### src/hdl/i2cbm_pkg.sv
// types, codes and the phase pin table for the byte-level i2c master
// no dependencies
package i2cbm_pkg;

    localparam int BYTE_BITS   = 8;
    localparam int DATA_PHASES = 2 * BYTE_BITS;
    localparam int PH_W        = 5;

    localparam logic [PH_W-1:0] LAST_START = PH_W'(1);
    localparam logic [PH_W-1:0] LAST_STOP  = PH_W'(2);
    localparam logic [PH_W-1:0] LAST_BYTE  = PH_W'(DATA_PHASES + 1);
    localparam logic [PH_W-1:0] DATA_END   = PH_W'(DATA_PHASES);

    localparam logic [2:0] CMD_NONE  = 3'd0;
    localparam logic [2:0] CMD_START = 3'd1;
    localparam logic [2:0] CMD_STOP  = 3'd2;
    localparam logic [2:0] CMD_WRITE = 3'd3;
    localparam logic [2:0] CMD_READ  = 3'd4;

    typedef enum logic [4:0] {
        OP_IDLE  = 5'b00001,
        OP_START = 5'b00010,
        OP_STOP  = 5'b00100,
        OP_WRITE = 5'b01000,
        OP_READ  = 5'b10000
    } op_t;

    typedef struct packed {
        logic scl;
        logic sda;
        logic oe;
    } pins_t;

    typedef struct packed {
        op_t                 op;
        logic [PH_W-1:0]     ph;
        logic [15:0]         tc;
        logic [BYTE_BITS-1:0] sb;
        pins_t               pins;
        logic                ack_seen;
        logic                ack_send;
        logic [BYTE_BITS-1:0] rx_hold;
    } state_t;

    typedef struct packed {
        logic                 ack_in;
        logic [BYTE_BITS-1:0] rx_byte;
        logic                 done_res;
        logic                 busy_res;
        logic                 sda_oe;
        logic                 sda_out;
        logic                 scl;
    } res_t;

    function automatic pins_t set_pins(input logic c, input logic d, input logic e);
        pins_t p;
        p.scl = c;
        p.sda = e ? d : 1'b1;
        p.oe  = e;
        return p;
    endfunction

    // pin levels at the first tick of a phase
    function automatic pins_t phase_pins(input op_t op, input logic [PH_W-1:0] ph,
                                         input logic [BYTE_BITS-1:0] sb, input logic as);
        pins_t p;
        p = set_pins(1'b1, 1'b1, 1'b0);
        unique case (op)
            OP_START: p = set_pins(1'b1, (ph == '0), 1'b1);
            OP_STOP:  p = set_pins((ph != '0), (ph == LAST_STOP), 1'b1);
            OP_WRITE:
            begin
                if (ph < DATA_END)
                    p = set_pins(ph[0], sb[BYTE_BITS-1], 1'b1);
                else
                    p = set_pins(ph[0], 1'b1, 1'b0);
            end
            OP_READ:
            begin
                if (ph < DATA_END)
                    p = set_pins(ph[0], 1'b1, 1'b0);
                else
                    p = set_pins(ph[0], as, 1'b1);
            end
            default: p = set_pins(1'b1, 1'b1, 1'b0);
        endcase
        return p;
    endfunction

endpackage

### src/hdl/i2cbm_step.sv
// next-state and result logic for one tick of the i2c byte sequencer
// depends on i2cbm_pkg
module i2cbm_step
    import i2cbm_pkg::*;
(
    input  state_t      cur,
    input  logic [2:0]  cmd,
    input  logic [7:0]  wr_byte,
    input  logic        ack_out,
    input  logic        sda_in,
    input  logic [15:0] half_period,
    output state_t      nxt,
    output res_t        res
);

    logic        start;
    op_t         cmd_op;
    state_t      s0;
    logic [15:0] hp_m1;
    logic [PH_W-1:0] last_ph;
    logic        busy;
    logic        done;

    always_comb
    begin
        cmd_op = OP_IDLE;
        unique case (cmd)
            CMD_START: cmd_op = OP_START;
            CMD_STOP:  cmd_op = OP_STOP;
            CMD_WRITE: cmd_op = OP_WRITE;
            CMD_READ:  cmd_op = OP_READ;
            default:   cmd_op = OP_IDLE;
        endcase
    end

    assign start = (cur.op == OP_IDLE) && (cmd_op != OP_IDLE);
    assign hp_m1 = (half_period == 16'd0) ? 16'd0 : half_period - 16'd1;

    // command pickup
    always_comb
    begin
        s0 = cur;
        if (start)
        begin
            s0.op = cmd_op;
            s0.ph = '0;
            s0.tc = '0;
            s0.sb = (cmd_op == OP_WRITE) ? wr_byte : '0;
            if (cmd_op == OP_READ)
                s0.ack_send = ack_out;
            s0.pins = phase_pins(cmd_op, '0, s0.sb, s0.ack_send);
        end
    end

    always_comb
    begin
        unique case (s0.op)
            OP_START: last_ph = LAST_START;
            OP_STOP:  last_ph = LAST_STOP;
            default:  last_ph = LAST_BYTE;
        endcase
    end

    // phase timing, bit shifting, ack capture and completion
    always_comb
    begin
        nxt  = s0;
        busy = 1'b0;
        done = 1'b0;
        if (s0.op != OP_IDLE)
        begin
            busy = 1'b1;
            if (s0.tc >= hp_m1)
            begin
                if (s0.op == OP_WRITE)
                begin
                    if (s0.ph < DATA_END && s0.ph[0])
                        nxt.sb = {s0.sb[BYTE_BITS-2:0], 1'b0};
                    else if (s0.ph == LAST_BYTE)
                        nxt.ack_seen = sda_in;
                end
                else if (s0.op == OP_READ)
                begin
                    if (s0.ph < DATA_END && s0.ph[0])
                        nxt.sb = {s0.sb[BYTE_BITS-2:0], sda_in};
                end
                nxt.tc = '0;
                if (s0.ph >= last_ph)
                begin
                    if (s0.op == OP_READ)
                        nxt.rx_hold = nxt.sb;
                    nxt.op = OP_IDLE;
                    nxt.ph = '0;
                    done   = 1'b1;
                end
                else
                begin
                    nxt.ph   = s0.ph + PH_W'(1);
                    nxt.pins = phase_pins(s0.op, s0.ph + PH_W'(1), nxt.sb, s0.ack_send);
                end
            end
            else
            begin
                nxt.tc = s0.tc + 16'd1;
            end
        end
    end

    always_comb
    begin
        res.scl      = s0.pins.scl;
        res.sda_out  = s0.pins.sda;
        res.sda_oe   = s0.pins.oe;
        res.busy_res = busy;
        res.done_res = done;
        res.rx_byte  = nxt.rx_hold;
        res.ack_in   = nxt.ack_seen;
    end

endmodule

### src/hdl/i2c_byte_master.sv
// i2c byte master: one request per tick, one result per request, registered output
// depends on i2cbm_pkg and i2cbm_step
//
// Byte-level I2C master sequencer. Every input request is one bus tick and yields
// exactly one result carrying the SCL/SDA pin levels, busy, done, the last read byte
// and the last write ack. While idle a start, stop, write or read command begins a
// fixed sequence of SCL phases of half_period ticks each (zero counts as one); SDA is
// sampled on the last tick of each SCL-high data or write-ack phase, and commands seen
// while busy are dropped. Throughput is one request per clock: the tick logic sits
// between the sequencer state registers and a single output register, so a new request
// is taken whenever the output register is empty or being drained in the same cycle.
module i2c_byte_master
    import i2cbm_pkg::*;
(
    input  logic        clk,
    input  logic        rst_n,
    input  logic        cfg_wr_en,
    input  logic [15:0] cfg_wr_data,     // half_period
    input  logic        s_axis_tvalid,
    output logic        s_axis_tready,
    input  logic [15:0] s_axis_tdata,    // cmd[2:0], wr_byte[10:3], ack_out[11], sda_in[12]
    output logic        m_axis_tvalid,
    input  logic        m_axis_tready,
    output logic [15:0] m_axis_tdata     // scl, sda_out, sda_oe, busy_res, done_res,
                                         // rx_byte[12:5], ack_in[13]
);

    logic [15:0] half_period_reg;
    state_t      state_reg;
    state_t      state_next;
    res_t        res_next;
    res_t        res_reg;
    logic        m_valid_reg;
    logic        accept;

    assign s_axis_tready = !m_valid_reg || m_axis_tready;
    assign accept        = s_axis_tvalid && s_axis_tready;

    i2cbm_step u_step (
        .cur         (state_reg),
        .cmd         (s_axis_tdata[2:0]),
        .wr_byte     (s_axis_tdata[10:3]),
        .ack_out     (s_axis_tdata[11]),
        .sda_in      (s_axis_tdata[12]),
        .half_period (half_period_reg),
        .nxt         (state_next),
        .res         (res_next)
    );

    always_ff @(posedge clk or negedge rst_n)
    begin
        if (!rst_n)
        begin
            half_period_reg <= 16'd1;
        end
        else if (cfg_wr_en)
        begin
            half_period_reg <= cfg_wr_data;
        end
    end

    always_ff @(posedge clk or negedge rst_n)
    begin
        if (!rst_n)
        begin
            state_reg.op       <= OP_IDLE;
            state_reg.ph       <= '0;
            state_reg.tc       <= '0;
            state_reg.sb       <= '0;
            state_reg.pins     <= set_pins(1'b1, 1'b1, 1'b0);
            state_reg.ack_seen <= 1'b0;
            state_reg.ack_send <= 1'b0;
            state_reg.rx_hold  <= '0;
        end
        else if (accept)
        begin
            state_reg <= state_next;
        end
    end

    always_ff @(posedge clk or negedge rst_n)
    begin
        if (!rst_n)
        begin
            m_valid_reg <= 1'b0;
        end
        else if (accept)
        begin
            m_valid_reg <= 1'b1;
        end
        else if (m_axis_tready)
        begin
            m_valid_reg <= 1'b0;
        end
    end

    always_ff @(posedge clk)
    begin
        if (accept)
        begin
            res_reg <= res_next;
        end
    end

    assign m_axis_tvalid = m_valid_reg;
    assign m_axis_tdata  = {2'b00, res_reg};

endmodule
### config.mk
export PLATFORM = sky130hd
export DESIGN_NAME = i2c_byte_master
export DESIGN_NICKNAME = d
export VERILOG_FILES = /design/src/hdl/i2cbm_pkg.sv /design/src/hdl/i2cbm_step.sv /design/src/hdl/i2c_byte_master.sv
export SDC_FILE = /design/constraint.sdc
export NUM_CORES = 1
export LEC_CHECK = 0
export ABC_AREA = 1
export BUFFER_PORTS_ARGS = -buffer_cell sky130_fd_sc_hd__buf_2
export CORE_MARGIN = 10
export CORE_UTILIZATION = 50
export CTS_BUF_LIST = sky130_fd_sc_hd__clkbuf_16
export DETAILED_ROUTE_END_ITERATION = 6
export PLACE_DENSITY = 0.69
export SYNTH_ARGS = -nofsm -noshare
export SYNTH_HDL_FRONTEND = slang
export SYNTH_HIERARCHICAL = 1
export SYNTH_SLANG_ARGS = --single-unit
export TNS_END_PERCENT = 50
### constraint.sdc
create_clock -name clk -period 7.8 [get_ports clk]
set_input_delay 0.78 -clock clk [delete_from_list [all_inputs] [get_ports clk]]
set_output_delay 0.78 -clock clk [all_outputs]
set_load 0.01 [all_outputs]
# Word level (Yosys, flattened, before mapping)
# Cells that the tools add are included.
[totals]
input_bits = 37
ff_bits = 78
out_inout_bits = 18
[classes]
eq_ne = 17
magnitude_cmp = 4
n_reduce_logical = 10
muxes = 33
n_addsub = 3
[ops]
columns = ["op", "n"]
rows = [
  ["8-bit 2-to-1 mux", 9],
  ["38-bit 2-to-1 mux", 1],
  ["37-bit 2-to-1 mux", 1],
  ["16-bit 2-to-1 mux", 2],
  ["3-bit one-hot mux with 4 select lines", 2],
  ["5-bit one-hot mux with 4 select lines", 1],
  ["16-bit by 1-bit adder with 16-bit output, second input constant", 1],
  ["16-bit >= comparator", 1],
  ["16-bit logical NOT", 1],
  ["16-bit by 1-bit subtractor with 16-bit output, second input constant", 1],
  ["5-bit by 2-bit equality test with 1-bit output, second input constant", 3],
  ["5-bit equality test, second input constant", 3],
  ["12-bit 2-to-1 mux", 1],
  ["5-bit by 3-bit equality test with 1-bit output, second input constant", 2],
  ["5-bit by 4-bit equality test with 1-bit output, second input constant", 2],
  ["5-bit < comparator, second input constant", 2],
  ["10-bit 2-to-1 mux", 1],
  ["5-bit 2-to-1 mux", 2],
  ["5-bit by 1-bit inequality test with 1-bit output, second input constant", 2],
  ["5-bit one-hot mux with 2 select lines", 1],
  ["1-bit 2-to-1 mux", 9],
  ["3-bit by 2-bit equality test with 1-bit output, second input constant", 2],
  ["5-bit by 1-bit adder with 5-bit output, second input constant", 1],
  ["5-bit by 1-bit equality test with 1-bit output, second input constant", 1],
  ["other kinds (12)", 15],
]

# Longest topological paths before layout
[logic_depth]
ltp_word = 16
mapped_depth = 27
depth_no_buf = 27

# Cells and area by module
# Netlist, hierarchy kept.
[by_module_without_submodules]
columns = ["mod", "n_inst", "cells_per_inst", "area_each_um2"]
rows = [
  ["i2c_byte_master", 1, 293, 2974.1],
  ["i2cbm_step", 1, 497, 2688.8],
]

# Least setup slack after synthesis
# Ideal clock, no wire load.
[synth_path]
path_kind = "input -> register"
start = "input s_axis_tdata[1]"
end = "register res_reg, in the netlist m_axis_tdata[11], data pin"
path_slack_ns = 4.406
path_buffers = 4
required_time_ns = 7.549
cell_stages = 22
setup_ns = 0.251
arrival_ns = 3.143
cell_sequence = "inv_1 > nand3_1 > nand2_1 > nand2_4 > buf_8 > buf_6 > nand2_2 > inv_1 > ha_1 > nand2_1 > inv_1 > nand3_1 > nor3_1 > nand3_1 > nand3_1 > nand2_4 > nor2_4 > nand2_4 > buf_6 > nand2_1 > o21ai_2 > buf_4"
[synth_rtl]
columns = ["element", "line_no", "source"]
rows = [
  ["start: declaration", "i2c_byte_master.sv:21", "input logic [15:0] s_axis_tdata,"],
  ["end signal: assignment", "i2c_byte_master.sv:101", "res_reg <= res_next;"],
  ["end: declaration", "i2c_byte_master.sv:32", "res_t res_reg;"],
]

==> run metrics <==
Ant. Diodes 0; Seq/Total Area, Yosys between 30 and 40%; root buffer cell clkbuf_16; Top FF cell, synth dfrtp_1; Layout Cells excl Fill roughly 960; maximum vdd ir drop 216.7 uV; vias per cell 5.279; clock buffer depth 2; TritonCTS clock tree yes; Starting DRT DRC Count approximately 480; CTS clk-pin slew, worst paths 0.06 ns; top-count cell post-synth nand2_1; min-delay worst type register to register; WP data arrival ~4.6 ns; Slew headroom about 34%; layout cells sized above 1 16.24%; Pleak 3.187 nW; Layout Skew 0.004952 ns; flops & latches, synth 78; top fanout value on the critical path 22; initial antenna violation count 0; Tmin final 4.350 ns; Max-cap violations 0; GRT met2 Usage 28.16%; first-pass GRT wire length 23.56 mm; area of the mapped netlist roughly 5700 um^2; met1 GRT Util 22.05%; CTS resizes 0; final net count between 800 and 900; Clock Latency Late Sink between 0.3 and 0.4 ns; Core Area between 10000 and 15000 um^2; most frequent CP cell nand2_1; # DRC 0; TritonRoute pass-1 iters 5; syn_area_per_cell 7.168 um^2; period utilization 55.76%; Worst setup EP type register; final hold vios 0; Layout area overhead 8.396%; CTS HTree Levels 3; run status completed; placed insts 943; GR Layer Usage met3 4.040%; CP top delay family simple AND/OR/NAND/NOR gates; die width 126.4 um; initial core utilization 51.56%; Final Hold Slack ~0.47 ns; Critical path buffers and inverters 3; Slew Limit Fails 0; post-CTS setup buffers 0; Antenna Nets Post-Route 0; slowest CP cell dfrtp_1; number of global-route vias before repair 4928; top cell type's share of synthesized area 26.51%; post-synthesis cell count 790; WL per Instance 14.21 um; pin count of the biggest net entering global routing 65; Most Crowded Layer GR met2; vias post-DR 5063; die height 126.4 um; Post-synth EDFFs 14; Worst Tran Pin Value 0.9810 ns; io pins 55; Setup Viol. Count Final 0; # clock sinks 78; total CTS buffers 9; ys async rst share between 80% and 90%; die area 15980 um^2; DP Wirelength 9.533 mm; Total GRT Usage roughly 17%; Synth top cells by count nand2_1, inv_1, nand3_1; Crit path required time 8.09 ns; synth top area cells dfrtp_1, nand2_1, edfxtp_1; pwr dens ~300 nW/um^2; Worst path max stage delay 0.39 ns; R2R Setup Slk about 3.5 ns; CP cell instances inv_1 > ha_1 > nand2_1 > nor2_1 > nand2_1 > nor3_2 > nand2_1 > nor2_1 > inv_1 > nor2_1 > a32oi_1 > ha_1 > nand2_1 > nor3_1 > nand3_1 > nand3_1 > nand2_2 > inv_2 > nand4_1 > o21ai_0 > nand3_1 > nand2_1; hold buffers post-CTS 0; crit start category register; RSZ-0062 raised after global routing false; # rows 38; max reg flops 47; Setup TNS Final 0 ns; Yosys cell types 44; fmax approximately 230 MHz; IO buf count 49; GPL Wtd Cong 0.8851; crit path kind register to register; Syn. warnings 6; grt ovf 0; total wire length 13.63 mm; Synth area leader dfrtp_1
power breakdown:
part	internal [W]	total [W]	switching, W
registers	0.000507	0.000579	0.0000718
logic	0.000260	0.000777	0.000517
clock network	0.000281	0.000461	0.000180
total	0.00105	0.00182	0.000769
final timing paths:
path | startpoint | end | cells after the start
setup / recovery | half_period_reg[1] | state_reg[9] | 22
min in group asynchronous | rst_n | state_reg[8] | 2
setup reg to reg | half_period_reg[1] | state_reg[9] | 22
max in group asynchronous | rst_n | state_reg[5] | 2
hold / removal | state_reg[12] | state_reg[12] | 2
hold reg to reg | state_reg[12] | state_reg[12] | 2
worst reg2reg max path, cell delays in order, from the launching register on:
cell and delay [ns]:
dfrtp_1 0.39, inv_1 0.08, ha_1 0.17, nand2_1 0.06
nor2_1 0.15, nand2_1 0.12, nor3_2 0.25, nand2_1 0.08
nor2_1 0.17, inv_1 0.11, nor2_1 0.19, a32oi_1 0.13
ha_1 0.29, nand2_1 0.08, nor3_1 0.30, nand3_1 0.11
nand3_1 0.27, nand2_2 0.35, inv_2 0.30, nand4_1 0.19
o21ai_0 0.29, nand3_1 0.11, nand2_1 0.10
routing by layer:
| layer | part of all wire (%) | vias up |
|---|---|---|
| met1 | 45 | 2326 |
| met5 | 0 | - |
| met3 | 5.4 | 17 |
| li1 | - | 2582 |
| met4 | 1.8 | 0 |
| met2 | 47 | 138 |
kinds of logic after synthesis:
family | share of synthesized area [%]
xor gates and xnor gates | 2.011
buffers and inverters | 11.95
and+or+nand+nor | 35.48
other | 0.06622
DFF | 35.79
muxes | 0.1768
adders and majority gates | 4.640
AOI/OAI and AO/OA | 9.876
final cells by class:
| type | instances | area [um^2] |
|---|---|---|
| inverters | 101 | 381.6 |
| well taps | 140 | 175.2 |
| multi-input cells | 572 | 2963 |
| clock buffers | 9 | 225.2 |
| repair buffers | 52 | 267.8 |
| flip-flops and latches | 78 | 2027 |
| clock inverters | 7 | 98.84 |
| fillers | 1026 | 4845 |
placed cells by master, fill, tap and decap left out, drive strengths merged, types with 4 or more instances in the layout:
| master | count |
|---|---|
| o22ai | 7 |
| nand4 | 14 |
| buf | 52 |
| a21oi | 24 |
| clkbuf | 9 |
| xor2 | 10 |
| dfstp | 4 |
| nor3 | 13 |
| inv | 101 |
| nand3 | 77 |
| dfrtp | 60 |
| clkinv | 4 |
| edfxtp | 14 |
| nand2 | 239 |
| o21ai | 65 |
| ha | 21 |
| nor2 | 80 |
stage by stage:
step / worst slack [ns] / area (um^2) / util (%) / total power (W)
after floorplan: 4.406 / 5667 / - / 0.001198
after global placement: 3.587 / 5814 / 52.94 / 0.001327
after detailed placement: 3.526 / 5814 / 52.94 / 0.001356
after CTS: 3.526 / 6138 / 55.89 / 0.001825
after global routing: 2.999 / 6138 / 55.89 / 0.001965
final: 3.450 / 6138 / 55.89 / 0.001818
Power figures use the tool's default switching activity.
